[config.mk]
export PLATFORM = sky130hd
export DESIGN_NAME = oems_cell
export DESIGN_NICKNAME = d
export VERILOG_FILES = /design/src/sv/assert_macros.svh /design/src/sv/oems_pkg.sv /design/src/sv/oems_cell.sv
export SDC_FILE = /design/constraint.sdc
export NUM_CORES = 1
export LEC_CHECK = 0
export BUFFER_PORTS_ARGS = -buffer_cell sky130_fd_sc_hd__buf_2
export CAP_MARGIN = 20
export CORE_MARGIN = 3
export CORE_UTILIZATION = 23
export CTS_CLUSTER_SIZE = 28
export DETAILED_ROUTE_END_ITERATION = 8
export GPL_TIMING_DRIVEN = 0
export PLACE_DENSITY = 0.54
export SYNTH_ARGS = -nofsm -noshare
export SYNTH_HDL_FRONTEND = slang
export SYNTH_SLANG_ARGS = --single-unit
[constraint.sdc]
create_clock -name clock -period 3.4 [get_ports clock]
set_input_delay 0.17 -clock clock [delete_from_list [all_inputs] [get_ports clock]]
set_output_delay 0.17 -clock clock [all_outputs]
set_load 0.01 [all_outputs]
[src/sv/assert_macros.svh]
// Assertion macros shared by the RTL of the odd-even merge sorter.
// No dependencies; synthesis builds see empty macro bodies.
`ifndef ASSERT_MACROS_SVH
`define ASSERT_MACROS_SVH
`ifndef SYNTHESIS
// Same-cycle implication checked at every clock edge out of reset.
`define ASSERT_IMPLIES(label, clk, rst, ante, cons) \
   label: assert property (@(posedge clk) disable iff (rst) (ante) |-> (cons)) \
      else $error("assertion failed: implication");
// Next-cycle implication checked at every clock edge out of reset.
`define ASSERT_NEXT(label, clk, rst, ante, cons) \
   label: assert property (@(posedge clk) disable iff (rst) (ante) |=> (cons)) \
      else $error("assertion failed: next-cycle implication");
`else
`define ASSERT_IMPLIES(label, clk, rst, ante, cons)
`define ASSERT_NEXT(label, clk, rst, ante, cons)
`endif
`endif

[src/sv/oems_pkg.sv]
// Shared types and constants of the odd-even merge sorter.
// No dependencies; used by the cell, the controller and the top level.
package oems_pkg;

   localparam int KEY_W = 32;

   // Cell mode: neither bit set means insert (compare and pass on).
   typedef struct packed {
      logic shift_left;
      logic shift_right;
   } cell_ctl_type;

   // Controller states, one-hot.
   typedef enum logic [2:0] {
      ST_LOAD  = 3'b001,
      ST_FLUSH = 3'b010,
      ST_DRAIN = 3'b100
   } state_type;

endpackage

[src/sv/oems_cell.sv]
// One sorting cell: keeps the smaller key, passes the other on, or shifts.
// Depends on oems_pkg for the key width and the cell control struct.
module oems_cell
   import oems_pkg::*;
(
   input  logic                    clock,
   input  logic                    reset,
   input  cell_ctl_type            ctl,
   input  logic                    in_valid,
   input  logic signed [KEY_W-1:0] in_key,
   input  logic                    left_valid,
   input  logic signed [KEY_W-1:0] left_key,
   input  logic                    right_valid,
   input  logic signed [KEY_W-1:0] right_key,
   output logic                    pass_valid,
   output logic signed [KEY_W-1:0] pass_key,
   output logic                    held_valid,
   output logic signed [KEY_W-1:0] held_key
);

   logic                    held_valid_ff, held_valid_in;
   logic signed [KEY_W-1:0] held_key_ff, held_key_in;
   logic                    pass_valid_ff, pass_valid_in;
   logic signed [KEY_W-1:0] pass_key_ff, pass_key_in;
   logic                    take_in;

   // An empty cell counts as larger than any key.
   assign take_in = in_valid && (!held_valid_ff || (in_key < held_key_ff));

   // Insert, or shift the held keys one place during output.
   always_comb begin
      held_valid_in = held_valid_ff;
      held_key_in   = held_key_ff;
      pass_valid_in = 1'b0;
      pass_key_in   = in_key;
      if (ctl.shift_left) begin
         held_valid_in = right_valid;
         held_key_in   = right_key;
      end else if (ctl.shift_right) begin
         held_valid_in = left_valid;
         held_key_in   = left_key;
      end else if (take_in) begin
         held_valid_in = 1'b1;
         held_key_in   = in_key;
         pass_valid_in = held_valid_ff;
         pass_key_in   = held_key_ff;
      end else begin
         pass_valid_in = in_valid;
      end
   end

   // Valid bits reset; keys need none.
   always_ff @(posedge clock) begin
      if (reset) begin
         held_valid_ff <= 1'b0;
         pass_valid_ff <= 1'b0;
      end else begin
         held_valid_ff <= held_valid_in;
         pass_valid_ff <= pass_valid_in;
      end
   end

   always_ff @(posedge clock) begin
      held_key_ff <= held_key_in;
      pass_key_ff <= pass_key_in;
   end

   assign pass_valid = pass_valid_ff;
   assign pass_key   = pass_key_ff;
   assign held_valid = held_valid_ff;
   assign held_key   = held_key_ff;

endmodule

## Word level (Yosys, flattened, before mapping)

Cells that the tools add are included.

| storage, ports and cells | value |
|---|---|
| input port bits | 103 |
| output and inout bits | 66 |
| bits in registers | 66 |
| word-level logic and storage cells | 20 |

| operators by class | value |
|---|---|
| reduce and logical (&&, ||, !) cells | 5 |
| order comparisons | 1 |
| mux-type cells | 10 |

Operator list:

| cell | count |
|---|---|
| $mux 32 | 6 |
| $lt 32x32->1 | 1 |
| $mux 1 | 4 |
| $reduce_bool 3->1 | 1 |
| $reduce_or 3->1 | 1 |
| $logic_and 1x1->1 | 1 |
| $logic_not 1->1 | 1 |
| $logic_or 1x1->1 | 1 |

## Depth between registers and ports, before layout

| depth | value |
|---|---|
| word-level depth | 6 |
| mapped depth | 9 |
| depth with buffers taken out | 8 |

## Worst setup path after synthesis

OpenSTA, ideal clock, no wires.

| timing | value |
|---|---|
| path kind | reg2reg |
| start point | register held_key_ff[13], in the netlist held_key[13] |
| end point | register held_key_ff[0], in the netlist held_key[0] (enable) |
| required time | 3013 ps |
| buffers on the path | 0 |
| arrival time | 2459 ps |
| stages on the path, launching flop included | 8 |
| setup time | 387 ps |
| path slack | 554 ps |
| clock period less this slack | 2846 ps |
| cell sequence | edfxtp_1 inv_1 ha_1 a21o_1 a21o_1 a221o_1 o31ai_2 o211a_1 |

| between the ends | value |
|---|---|
| longest elaborated chain between the ends | 4 |

Ends and longest elaborated chain:

| item | line | text |
|---|---|---|
| start, declared | oems_cell.sv:22 | `logic signed [KEY_W-1:0] held_key_ff, held_key_in;` |
| start signal, assigned | oems_cell.sv:64 | `held_key_ff <= held_key_in;` |
| $lt 32x32->1 | oems_cell.sv:28 | `assign take_in = in_valid && (!held_valid_ff \|\| (in_key < held_key_ff));` |
| $logic_or 1x1->1 | oems_cell.sv:28 |  |
| $logic_and 1x1->1 | oems_cell.sv:28 |  |
| $reduce_bool 3->1 (no line) | -- |  |

Every way passes these cells.
A chain may end at the register's enable or synchronous reset.

## Final worst setup path

| timing | value |
|---|---|
| start point | register held_key_ff[13], in the netlist held_key[13] |
| end point | register held_key_ff[17], in the netlist held_key[17] (enable) |

The elaborated chain is that of the path after synthesis.

==> flow_metrics.tcl <==
set metrics [dict create \
    run_status "finished, final reports clean" \
    drtIter0Drc 69 \
    die_w_um 133 \
    drv_slew 0 \
    syn2layout_area_growth_pct 38.0 \
    p_leak_uw 0.00252 \
    synthCells 333 \
    numCtsBuffers 9 \
    cts_htree_levels 3 \
    grt_pass1_vias 3294 \
    finalCritPeriodShare_pct 83.5 \
    clock_sinks 66 \
    worstMarginPinSlew_ps 834 \
    clock_latency_ps 330 \
    layout_common_cells "168 x buf_2, 37 x nand2_1, 35 x o21ai_0" \
    cts_tree "yes" \
    cts_setup_buffers 0 \
    wl_per_cell_um 15.5 \
    grt_pass1_wl_um 17400 \
    reg2reg_depth 8 \
    grt_max_degree 22 \
    grt_setup_unrepaired "no" \
    final_nets 646 \
    crit_fanout 21 \
    synth_edf_count 32 \
    synth_seq_cells 66 \
    port_buffers 167 \
    fin_worst_skew_ps 7.00 \
    required_ps 3430 \
    antenna_found_initial 0 \
    ctsHoldBuffers 0 \
    crit_type "reg -> reg" \
    start_kind "flop" \
    synth_area_um2 3720 \
    die_y_um 133 \
    async_reset_ff_share_pct 0 \
    hold_viol 0 \
    maxSlewHeadroom_pct 44.4 \
    clk_pin_slew_ps 60 \
    setup_viol 0 \
    drc 0 \
    num_antenna_cells 0 \
    maxCapViolCount 0 \
    synth_fp_nets 467 \
    hold_class "in -> reg" \
    mostFrequentLayoutCell "buf_2" \
    min_path_cells 2 \
    drive_above_1_share_pct 43.3 \
    place_area_um2 4840 \
    dp_hpwl_um 8830 \
    critical_path.startpoint "held_key[13]" \
    die_area_um2 17800 \
    r2r_end "held_key[17]" \
    start_util_pct 24.0 \
    ir_drop_uv 244 \
    end_kind "flop" \
    firstDrtPassIters 4 \
    seq_area_frac_synth_pct 44.1 \
    synth.avg_cell_area_um2 11.2 \
    vias_per_cell 4.33 \
    setup.worst_path.end "held_key[17]" \
    r2r_start "held_key[13]" \
    place.gp.congestion 0.755 \
    ant_nets 0 \
    core_um2 15500 \
    clockBufferDepth 2 \
    synth_cell_types 36 \
    p_per_area_nw_per_um2 479 \
    rrSetupSlack_ps 560 \
    fin_area_um2 5140 \
    wl_um 11300 \
    vias 3150 \
    synth_ff_type "dfxtp_1" \
    fin_total_pwr_uw 2460 \
    arrival_ps 2870 \
    whs_ps 58.0 \
    ys_warn_count 0 \
    cts.repair.resized 0 \
    fin_crit_ps 2840 \
    fp-row-count 45 \
    clockRootBuffer "clkbuf_16" \
    max_freq_mhz 352 \
    final.setup.tns_ps 0 \
    grtUsageTotal_pct 12.6 \
    pin_count 169 \
    fillerInstances 1634 \
    gr-total-overflow 0 \
]
## layer usage
layer | up-vias | global-route usage, % | routed length [um]
li1 | 1560 | - | -
met3 | 15 | 4.65 | 921
met2 | 116 | 21.0 | 5300
met5 | - | 0 | 0
met1 | 1459 | 15.2 | 4920
met4 | 0 | 4.00 | 167
## cells in the mapped netlist (2+ instances only)
cell | instances | area [um2]
o21ai_0 | 35 | 175
nand4_1 | 6 | 37.5
nor2_1 | 9 | 33.8
buf_12 | 3 | 60.1
mux2_2 | 2 | 22.5
nand3_1 | 3 | 15.0
buf_1 | 3 | 11.3
mux2_4 | 30 | 450
a21o_1 | 4 | 30.0
dfxtp_1 | 34 | 681
mux2i_1 | 32 | 320
o211a_1 | 2 | 20.0
nand2_1 | 37 | 139
o21a_1 | 2 | 15.0
inv_1 | 31 | 116
a21oi_1 | 13 | 65.1
edfxtp_1 | 32 | 961
clkbuf_1 | 7 | 26.3
ha_1 | 31 | 388
## where the power goes
group	total [uW]	internal [uW]	switching (uW)
logic	553	273	279
clock network	931	584	347
registers	979	933	46.4
## registers in the layout, indices dropped and copies added, names as in the netlist
name,cells
pass_key,32
pass_valid,1
held_key,32
held_valid,1
## critical path, stage by stage, from the launching register on
cell      delay, ps
edfxtp_1        420
inv_1            80
ha_1            240
a21o_1          180
a21o_1          170
a221o_1         370
o31ai_2         310
o211a_2         490
buf_12          250
## how the worst min path moves through the flow
stage          slack (ps)          to  startpoint
2_1_floorplan         240  held_valid       reset
3_3_place_gp          380  held_valid       reset
3_5_place_dp          390  held_valid       reset
4_1_cts                30  held_valid       reset
5_1_grt                50  pass_valid       reset
6_report               60  pass_valid       reset
## final cells by class
| type | instances | area (um2) | area share (%) |
|---|---|---|---|
| Multi-Input combinational cell | 222 | 1860 | 36.2 |
| Sequential cell | 66 | 1640 | 31.9 |
| Timing Repair Buffer | 168 | 856 | 16.7 |
| Tap cell | 211 | 264 | 5.14 |
| Clock buffer | 11 | 243 | 4.72 |
| Inverter | 31 | 116 | 2.26 |
| Buffer | 14 | 103 | 2.00 |
| Clock inverter | 5 | 53.8 | 1.05 |
## through the flow
| step | instances | worst slack (ps) | utilization (%) |
|---|---|---|---|
| after floorplan | 333 | 554 | - |
| after global placement | 711 | -99.1 | 31.0 |
| after detailed placement | 712 | 508 | 31.2 |
| after CTS | 728 | 498 | 33.1 |
| after global routing | 728 | 327 | 33.1 |
| final | 728 | 562 | 33.1 |
## cell families after synthesis
| kind of cell | count (synthesis) | share of synthesized area (%) |
|---|---|---|
| compound gates | 63 | 10.2 |
| fa+ha+maj | 31 | 10.4 |
| buf+inv | 45 | 5.88 |
| flops | 66 | 44.1 |
| mux | 64 | 21.3 |
| simple gates | 64 | 8.06 |
No activity file was read; power rests on OpenSTA's default activity.
