==> config.mk <==
export PLATFORM = sky130hd
export DESIGN_NAME = oems_ctrl
export DESIGN_NICKNAME = d
export VERILOG_FILES = /design/src/sv/assert_macros.svh /design/src/sv/oems_pkg.sv /design/src/sv/oems_ctrl.sv
export SDC_FILE = /design/constraint.sdc
export NUM_CORES = 1
export LEC_CHECK = 0
export BUFFER_PORTS_ARGS = -buffer_cell sky130_fd_sc_hd__buf_2
export CAP_MARGIN = 20
export CORE_AREA = 2 2 55 57
export CTS_CLUSTER_DIAMETER = 60
export DETAILED_ROUTE_END_ITERATION = 8
export DIE_AREA = 0 0 57 59
export HOLD_SLACK_MARGIN = 0.03
export SLEW_MARGIN = 20
export SYNTH_ARGS = -nofsm -noshare
export SYNTH_HDL_FRONTEND = slang
export SYNTH_SLANG_ARGS = --single-unit
==> constraint.sdc <==
create_clock -name clock -period 2.28 [get_ports clock]
set_input_delay 0.342 -clock clock [delete_from_list [all_inputs] [get_ports clock]]
set_output_delay 0.342 -clock clock [all_outputs]
set_load 0.02 [all_outputs]
==> src/sv/assert_macros.svh <==
// Assertion macros shared by the RTL of the odd-even merge sorter.
// No dependencies; synthesis builds see empty macro bodies.
`ifndef ASSERT_MACROS_SVH
`define ASSERT_MACROS_SVH
`ifndef SYNTHESIS
// Same-cycle implication checked at every clock edge out of reset.
`define ASSERT_IMPLIES(label, clk, rst, ante, cons) \
   label: assert property (@(posedge clk) disable iff (rst) (ante) |-> (cons)) \
      else $error("assertion failed: implication");
// Next-cycle implication checked at every clock edge out of reset.
`define ASSERT_NEXT(label, clk, rst, ante, cons) \
   label: assert property (@(posedge clk) disable iff (rst) (ante) |=> (cons)) \
      else $error("assertion failed: next-cycle implication");
`else
`define ASSERT_IMPLIES(label, clk, rst, ante, cons)
`define ASSERT_NEXT(label, clk, rst, ante, cons)
`endif
`endif

==> src/sv/oems_pkg.sv <==
// Shared types and constants of the odd-even merge sorter.
// No dependencies; used by the cell, the controller and the top level.
package oems_pkg;

   localparam int KEY_W = 32;

   // Cell mode: neither bit set means insert (compare and pass on).
   typedef struct packed {
      logic shift_left;
      logic shift_right;
   } cell_ctl_type;

   // Controller states, one-hot.
   typedef enum logic [2:0] {
      ST_LOAD  = 3'b001,
      ST_FLUSH = 3'b010,
      ST_DRAIN = 3'b100
   } state_type;

endpackage

==> src/sv/oems_ctrl.sv <==
// Sequencer of the sorter: load, flush of the cell row, and output.
// Depends on oems_pkg for the state type and the cell control struct.
module oems_ctrl
   import oems_pkg::*;
#(
   parameter int DEPTH = 64
) (
   input  logic         clock,
   input  logic         reset,
   input  logic         start,
   input  logic         last_in,
   input  logic         csr_valid,
   input  logic         csr_descending,
   input  logic         head_valid,
   output logic         busy,
   output logic         accept,
   output logic         csr_ready,
   output cell_ctl_type ctl,
   output logic         out_desc,
   output logic         emit,
   output logic         emit_last,
   output state_type    state
);

   localparam int CNT_W = $clog2(DEPTH + 1);

   state_type        state_ff, state_in;
   logic [CNT_W-1:0] fill_ff, fill_in;
   logic [CNT_W-1:0] count_ff, count_in;
   logic             desc_ff, desc_in;
   logic             out_desc_ff, out_desc_in;
   logic             done_load;

   assign busy      = (state_ff != ST_LOAD);
   assign accept    = start && !busy;
   assign csr_ready = !busy;
   assign done_load = accept && (last_in || (fill_ff == CNT_W'(DEPTH - 1)));
   assign emit      = (state_ff == ST_DRAIN) && head_valid;
   assign emit_last = emit && (count_ff == CNT_W'(1));

   // Next state and counters.
   always_comb begin
      state_in    = state_ff;
      fill_in     = fill_ff;
      count_in    = count_ff;
      desc_in     = desc_ff;
      out_desc_in = out_desc_ff;
      ctl         = '0;
      if (csr_valid && csr_ready) begin
         desc_in = csr_descending;
      end
      unique case (state_ff)
         ST_LOAD: begin
            if (done_load) begin
               // Count holds the flush length, the fill count the batch size.
               state_in    = ST_FLUSH;
               fill_in     = fill_ff + CNT_W'(1);
               count_in    = CNT_W'(DEPTH);
               out_desc_in = desc_ff;
            end else if (accept) begin
               fill_in = fill_ff + CNT_W'(1);
            end
         end
         ST_FLUSH: begin
            count_in = count_ff - CNT_W'(1);
            if (count_ff == CNT_W'(1)) begin
               state_in = ST_DRAIN;
               count_in = fill_ff;
            end
         end
         ST_DRAIN: begin
            ctl.shift_left  = !out_desc_ff;
            ctl.shift_right = out_desc_ff;
            if (emit) begin
               count_in = count_ff - CNT_W'(1);
            end
            if (emit_last) begin
               state_in = ST_LOAD;
               fill_in  = '0;
            end
         end
         default: begin
            state_in = ST_LOAD;
         end
      endcase
   end

   always_ff @(posedge clock) begin
      if (reset) begin
         state_ff    <= ST_LOAD;
         fill_ff     <= '0;
         count_ff    <= '0;
         desc_ff     <= 1'b0;
         out_desc_ff <= 1'b0;
      end else begin
         state_ff    <= state_in;
         fill_ff     <= fill_in;
         count_ff    <= count_in;
         desc_ff     <= desc_in;
         out_desc_ff <= out_desc_in;
      end
   end

   assign out_desc = out_desc_ff;
   assign state    = state_ff;

endmodule

==> Word-level counts from Yosys, hierarchy flattened <==
Index checks and enable logic that the tools add are counted.
{ "word_totals": {"output_inout_bits": 11, "in_bits": 7, "reg_bits": 19, "word_cells": 45} }
{ "classes": {"n_eq_ne": 11, "n_addsub": 2, "muxes": 13, "reduce_logical": 14} }
{ "ops": {"columns": ["operator", "count"], "rows": [
  ["two-way mux 7 bit", 6],
  ["case mux 7 bit (3 select lines)", 1],
  ["case mux 7 bit (2 select lines)", 1],
  ["two-way mux 3 bit", 3],
  ["case mux 3 bit (3 select lines)", 1],
  ["AND reduction 3 bit", 3],
  ["!= test 2 bit, second input constant", 4],
  ["adder 7 x 1 -> 7 bit, second input constant", 1],
  ["equality test 7 x 1 -> 1 bit, second input constant", 1],
  ["equality test 7 x 6 -> 1 bit, second input constant", 1],
  ["subtractor 7 x 1 -> 7 bit, second input constant", 1],
  ["logical AND 1 bit", 5],
  ["equality test 3 x 1 -> 1 bit, second input constant", 1],
  ["equality test 3 x 2 -> 1 bit, second input constant", 1],
  ["equality test 3 bit, second input constant", 1],
  ["!= test 3 x 1 -> 1 bit, second input constant", 1],
  ["!= test 3 bit, second input constant", 1],
  ["nonzero test 3 bit", 1],
  ["zero test 1 bit", 2],
  ["two-way mux 2 bit", 1],
  ["AND reduction 2 bit", 1],
  ["nonzero test 2 bit", 1],
  ["logical OR 1 bit", 1]
]} }

==> Logic depth before layout (Yosys ltp) <==
Gate-level depths: netlist of the first run.
{ "depth": {"ltp_word": 6, "depth_mapped": 7, "ltp_nobuf": 7} }

==> Worst setup path before layout of the first run <==
OpenSTA, ideal clock, no wires.
{ "synth_timing": {"path_type": "register to register", "startpoint": "reg state_ff[0] (netlist: state[0])", "endpoint": "reg count_ff[3]", "setup_slack_ns": 0.415, "arrival_time_ns": 1.733, "required_ns": 2.149, "synth_period_minus_slack_ns": 1.865, "stages_incl_launch_ff": 8, "setup_ns": 0.131, "path_cell_list": "dfxtp_1 or3b_4 clkinv_4 or2_2 o21bai_4 buf_6 a311oi_1 nor3_2"} }
{ "synth_between": {"elab_chain_len": 6} }
{ "synth_rtl": {"columns": ["item", "line_no", "rtl"], "rows": [
  ["start: declaration", "oems_ctrl.sv:27", "state_type state_ff, state_in;"],
  ["start signal: assignment", "oems_ctrl.sv:96", "state_ff <= state_in;"],
  ["!= test 3 x 1 -> 1 bit", "oems_ctrl.sv:34", "assign busy = (state_ff != ST_LOAD);"],
  ["named net busy", "oems_ctrl.sv:15", "output logic busy,"],
  ["zero test 1 bit", null, null],
  ["named net csr_ready", "oems_ctrl.sv:17", "output logic csr_ready,"],
  ["logical AND 1 bit", "oems_ctrl.sv:35", "assign accept = start && !busy;"],
  ["logical AND 1 bit", "oems_ctrl.sv:37", "assign done_load = accept && (last_in || (fill_ff == CNT_W'(DEPTH - 1)));"],
  ["!= test 2 bit (no source line)", null, null],
  ["AND reduction 3 bit (no source line)", null, null],
  ["end signal: assignment", "oems_ctrl.sv:98", "count_ff <= count_in;"],
  ["end: declaration", "oems_ctrl.sv:29", "logic [CNT_W-1:0] count_ff, count_in;"]
]} }
The timed path passes the listed nets, and every way through them passes these cells.
A chain may end at the register's enable or synchronous reset.

==> Worst setup path in the final report of the first run <==
{ "layout_timing": {"startpoint": "reg count_ff[1]", "endpoint": "out emit_last"} }
{ "layout_between": {"elab_chain_len": 2} }
{ "layout_rtl": {"columns": ["item", "line_no", "rtl"], "rows": [
  ["equality test 7 x 1 -> 1 bit", "oems_ctrl.sv:39", "assign emit_last = emit && (count_ff == CNT_W'(1));"],
  ["logical AND 1 bit", "oems_ctrl.sv:39", null],
  ["end: declaration", "oems_ctrl.sv:21", "output logic emit_last,"]
]} }
Every way passes these cells.

==> impl_metrics.yaml, run 1 <==
floorplan:
  row_count: 19
  dieWidth_um: 57
  io_pins: 18
  initial_utilization: 0.444
  core_sq_um: 2710
  die_area_sq_um: 3360
  die_h_um: 59
sta:
  slew_headroom: 0.701
  worst_slack_ns: 0.163
  hold_viol: 0
  report.final.slew_viol_count: 0
  rsz0062_at_grt: "false"
  period_share: 0.929
  min_period_ns: 2.12
  max_freq_mhz: 472
  tns_ns: 0
  fin_worst_skew_ns: 0.00395
  worst_pin_slew_ns: 0.447
  setup_viol: 0
worst_setup_path:
  slowest_stage: "dfxtp_1"
  crit_required_ns: 1.94
  crit_arrival_ns: 1.78
  worstPathMaxFanout: 9
  path_class: "flop to output port"
  cp_cell_sequence: "inv_1 > ha_1 > nor4b_4 > buf_4 > nand2_2 > nor2_1 > buf_2"
  critPathMaxStageDelay_ns: 0.34
  end_kind: "output port"
  worstSetupStartpointType: "flop"
yosys:
  synth.distinct_cells: 49
  ys_warn_count: 0
  syn_area_sq_um: 1200
  ys_ff_latch: 19
  ys_seq_area_frac: 0.316
  synth_cells: 141
  synth_edf_count: 0
  syn_avg_cell_area_sq_um: 8.54
  synth_nets: 151
  synthArstFlopShare: 0
  synth-main-ff-cell: "dfxtp_1"
routing:
  dr.pass1.iters: 4
  vias: 1103
  viasPerCell: 5.74
  ant_nets: 0
  drt_wl_total_mm: 2.93
  drtIter0Drc: 29
  drc_errors: 0
  wl_per_cell_um: 15.3
placement:
  place_hpwl_mm: 2.20
  pre_cts_slack_ns: 0.416
  place_area_sq_um: 1320
  dp.cells: 187
  gp_congestion: 0.794
  port_buffers: 17
global_routing:
  grt_pass1_vias: 1015
  grt_usage: 0.192
  grt_pass1_wl_mm: 4.97
  antenna_found_initial: 0
  grt-ovfl-total: 0
  grt_max_degree: 14
cells_and_area:
  antennaDiodeCount: 0
  stdcell_count: 192
  finalNetCount: 172
  final_area_sq_um: 1350
  synthToLayoutAreaGrowth_pct: 12.2
  layout-drive-gt1-share: 0.230
clock_tree:
  ctsResizeCount: 0
  cts_sinks: 19
  ctsRootBufferMaster: "clkbuf_4"
  cts_buffers: 3
  clkLatencyLatePin_ns: 0.30
  cts_buffer_depth: 2
  htreeDepth: 1
  clkSlewWorstSetupHoldPaths_ns: 0.11
  cts_tree: "yes"
pwr:
  worst_ir_drop_vdd_mv: 0.438
  p_leak_nw: 0.520
  power_mw: 0.961
  power_density_nw_per_um2: 712
run:
  cap_violations: 0
run_status:
  outcome: "finished, final reports clean"
worst_hold_path:
  hold_class: "input pin to flop"
cells in the mapped netlist (3+ instances only):
cell,instances,area share
inv_1,7,0.022
nor3_1,6,0.025
nand2b_1,3,0.016
nand2_1,11,0.034
nand3_1,7,0.029
a32o_1,3,0.025
ha_1,3,0.031
mux2i_1,3,0.025
dfxtp_1,19,0.32
a21oi_1,10,0.042
o21ai_0,4,0.017
nor2_1,16,0.050
xnor2_1,4,0.029
final timing paths:
kind / from / end / slack, ns / depth (start not counted)
setup / recovery: count_ff[1]$_SDFFE_PP0P_ / emit_last / 0.16 / 7
hold / removal: csr_descending / desc_ff$_SDFFE_PP0P_ / 0.28 / 3
setup reg to reg: count_ff[1]$_SDFFE_PP0P_ / count_ff[5]$_SDFFE_PP0P_ / 0.32 / 8
hold reg to reg: desc_ff$_SDFFE_PP0P_ / desc_ff$_SDFFE_PP0P_ / 0.46 / 2
final cells by class:
type	count	area [sq um]
fill	286	1360
multi-input combinational	110	764
sequential	19	380
timing repair buffer	19	100
inverter	9	40.0
tap	31	38.8
clock buffer	4	26.3
power by group:
group          internal (mW)  switching (mW)
logic                  0.158           0.210
registers              0.364          0.0503
clock network         0.0682           0.111
total                  0.590           0.371
worst max-delay path, delay by kind of cell, from the launching register on:
| family | cells | cell delay (ns) |
|---|---|---|
| AND/OR/NAND/NOR | 3 | 0.48 |
| flip-flops | 1 | 0.34 |
| buffers and inverters | 3 | 0.46 |
| adder cells (fa/ha/maj) | 1 | 0.18 |
placed cells by master, fill, tap and decap left out, types with 3 or more instances in the layout:
cell type  Yosys  routed
nor3_1         6       6
a32o_1         3       3
o21ai_0        4       4
mux2i_1        3       3
xnor2_1        4       4
inv_1          7       7
a21oi_1       10      10
nand2b_1       3       3
ha_1           3       3
clkbuf_4       0       3
nor2_1        16      16
nand2_1       11      11
buf_2          0      17
nand3_1        7       7
dfxtp_1       19      19
flip-flops by register name, indices dropped and copies added (netlist names):
| signal | cells |
|---|---|
| fill_ff | 7 |
| out_desc | 1 |
| count_ff | 7 |
| desc_ff | 1 |
| state | 3 |
cell families (layout without fill, tap and decap cells):
logic type / after synthesis / count (layout) / synth area share
mux: 3 / 3 / 0.0249
flops: 19 / 19 / 0.316
simple gates: 62 / 62 / 0.299
fa+ha+maj: 3 / 3 / 0.0312
compound gates: 38 / 38 / 0.251
xor+xnor: 4 / 4 / 0.0291
buf+inv: 12 / 32 / 0.0489
metal layers:
metal  share of wire  routed length [um]  vias to the layer above  GRT usage
met5               0                   0                        -          0
met3           0.047                 138                        4     0.0218
met1            0.49                1420                      513      0.268
met4           0.014                  42                        0     0.0897
met2            0.45                1320                       31      0.299
li1                -                   -                      555          -
timing repair:
item                       CTS  global route
hold buffers                 0             0
buffers inserted             0             1
setup endpoints to repair    0             1
per-stage QoR:
stage	utilization	hold WS [ns]
after floorplan	-	0.436
after CTS	0.495	0.278
after global placement	0.486	0.444
final	0.498	0.278
after global routing	0.498	0.315
after detailed placement	0.486	0.454
Note: power is estimated with default switching activity, not from simulation.
==> run 2, diff against run 1 <==
--- a/config.mk
+++ b/config.mk
@@ -11,7 +11,6 @@
 export CTS_CLUSTER_DIAMETER = 60
 export DETAILED_ROUTE_END_ITERATION = 8
 export DIE_AREA = 0 0 57 59
-export HOLD_SLACK_MARGIN = 0.03
 export SLEW_MARGIN = 20
 export SYNTH_ARGS = -nofsm -noshare
 export SYNTH_HDL_FRONTEND = slang
==> constraint.sdc (replaced) <==
create_clock -name clock -period 2.28 [get_ports clock]
set_input_delay 0.342 -clock clock [delete_from_list [all_inputs] [get_ports clock]]
set_output_delay 0.342 -clock clock [all_outputs]
set_load 0.005 [all_outputs]
==> run 2 against run 1 <==
Compared with the run above:
- combinational power shrank 7.1%
- sequential cell count is the same
- die area is the same
- sequential share of layout area is essentially flat
- maximum frequency grew 4.4%
- first-iteration DRC count shrank 34%
- power shrank 2.4%
- cell area is essentially flat
- count of clock-buffer cells in the layout shrank 1
- worst hold slack gained 0.0069 ns
==> impl_metrics.yaml, run 2 (synthesized netlist as in run 1, its figures left out) <==
routing:
  viasPerCell: 5.94
  wl_per_cell_um: 15.2
  vias: 1141
  drtIter0Drc: 19
  drt_wl_total_mm: 2.92
  ant_nets: 0
  dr.pass1.iters: 4
  drc_errors: 0
global_routing:
  grt_max_degree: 14
  antenna_found_initial: 0
  grt_pass1_wl_mm: 5.13
  grt-ovfl-total: 0
  grt_pass1_vias: 1111
  grt_usage: 0.196
sta:
  min_period_ns: 2.03
  worst_pin_slew_ns: 0.456
  rsz0062_at_grt: "false"
  max_freq_mhz: 493
  hold_viol: 0
  setup_viol: 0
  period_share: 0.890
  report.final.slew_viol_count: 0
  slew_headroom: 0.695
  fin_worst_skew_ns: 0.0167
  tns_ns: 0
floorplan:
  die_h_um: 59
  core_sq_um: 2710
  initial_utilization: 0.444
  row_count: 19
  io_pins: 18
  dieWidth_um: 57
  die_area_sq_um: 3360
worst_setup_path:
  slowest_stage: "dfxtp_1"
  worstPathMaxFanout: 9
  path_class: "flop to output port"
  cp_cell_sequence: "inv_1 > ha_1 > nor4b_4 > nand2_2 > nor2_1 > buf_2"
  critPathMaxStageDelay_ns: 0.35
  crit_arrival_ns: 1.69
  worstSetupStartpointType: "flop"
  end_kind: "output port"
  crit_required_ns: 1.94
clock_tree:
  cts_tree: "yes"
  cts_buffers: 3
  ctsRootBufferMaster: "clkbuf_4"
  cts_sinks: 19
  htreeDepth: 1
  cts_buffer_depth: 2
  cts_setup_buffers: 0
  ctsResizeCount: 0
  postCtsHoldBufs: 0
  clkSlewWorstSetupHoldPaths_ns: 0.13
  clkLatencyLatePin_ns: 0.31
cells_and_area:
  nFillCells: 267
  layout_common_cells: "dfxtp_1 (19), buf_2 (17), nor2_1 (16)"
  synthToLayoutAreaGrowth_pct: 12.3
  final_common_cell: "dfxtp_1"
  stdcell_count: 192
  finalNetCount: 172
  antennaDiodeCount: 0
  utilization: 0.499
  layout-drive-gt1-share: 0.236
pwr:
  p_leak_nw: 0.522
  power_mw: 0.938
  worst_ir_drop_vdd_mv: 0.522
  power_density_nw_per_um2: 694
placement:
  port_buffers: 17
  dp.cells: 187
  place_hpwl_mm: 2.19
  gp_congestion: 0.803
run:
  cap_violations: 0
run_status:
  outcome: "finished, final reports clean"
worst_hold_path:
  hold_class: "input pin to flop"
-- run 2: cell types whose count changed in the layout (fill, tap and decap cells not counted) --
cell,before,now
clkbuf_1,1,0
clkinv_2,1,2
-- run 2: critical path, delay by kind of cell, from the launching register on --
family / cells / cell delay (ns)
simple gates: 3 / 0.60
fa+ha+maj: 1 / 0.18
buf+inv: 2 / 0.24
flops: 1 / 0.35
-- run 2: layer usage --
layer	up-vias	GRT usage	wire length, um
li1	556	-	-
met1	538	0.247	1320
met2	38	0.325	1390
met3	9	0.0437	149
met4	0	0.0797	66
met5	-	0	0
-- run 2: power by group --
group | total (mW) | leakage [nW] | internal, mW | switching [mW]
Sequential | 0.413 | 0.155 | 0.364 | 0.0493
Combinational | 0.342 | 0.350 | 0.157 | 0.184
Clock | 0.183 | 0.0177 | 0.0655 | 0.118
-- run 2: through the flow --
step | worst slack [ns] | instance area (sq um) | hold slack (ns)
2_1_floorplan | 0.592 | 1200 | 0.436
3_3_place_gp | 0.393 | 1320 | 0.444
3_5_place_dp | 0.348 | 1320 | 0.447
4_1_cts | 0.0338 | 1340 | 0.281
5_1_grt | 0.118 | 1350 | 0.276
6_report | 0.252 | 1350 | 0.284
-- run 2: path summary, 6_finish.rpt --
| kind | start | endpoint | slack (ns) | cells past startpoint |
|---|---|---|---|---|
| max | count_ff[1]$_SDFFE_PP0P_ | emit_last | 0.25 | 6 |
| min | csr_descending | desc_ff$_SDFFE_PP0P_ | 0.28 | 3 |
| max reg2reg | count_ff[1]$_SDFFE_PP0P_ | count_ff[5]$_SDFFE_PP0P_ | 0.28 | 8 |
| min reg2reg | desc_ff$_SDFFE_PP0P_ | desc_ff$_SDFFE_PP0P_ | 0.46 | 2 |
-- run 2: layout make-up --
| type | count | area, sq um | area share |
|---|---|---|---|
| clock buffers | 3 | 22.5 | 0.0167 |
| clock inverters | 1 | 5.00 | 0.00370 |
| multi-input cells | 110 | 764 | 0.566 |
| inverters | 9 | 40.0 | 0.0296 |
| flip-flops and latches | 19 | 380 | 0.281 |
| repair buffers | 19 | 100 | 0.0741 |
| well taps | 31 | 38.8 | 0.0287 |
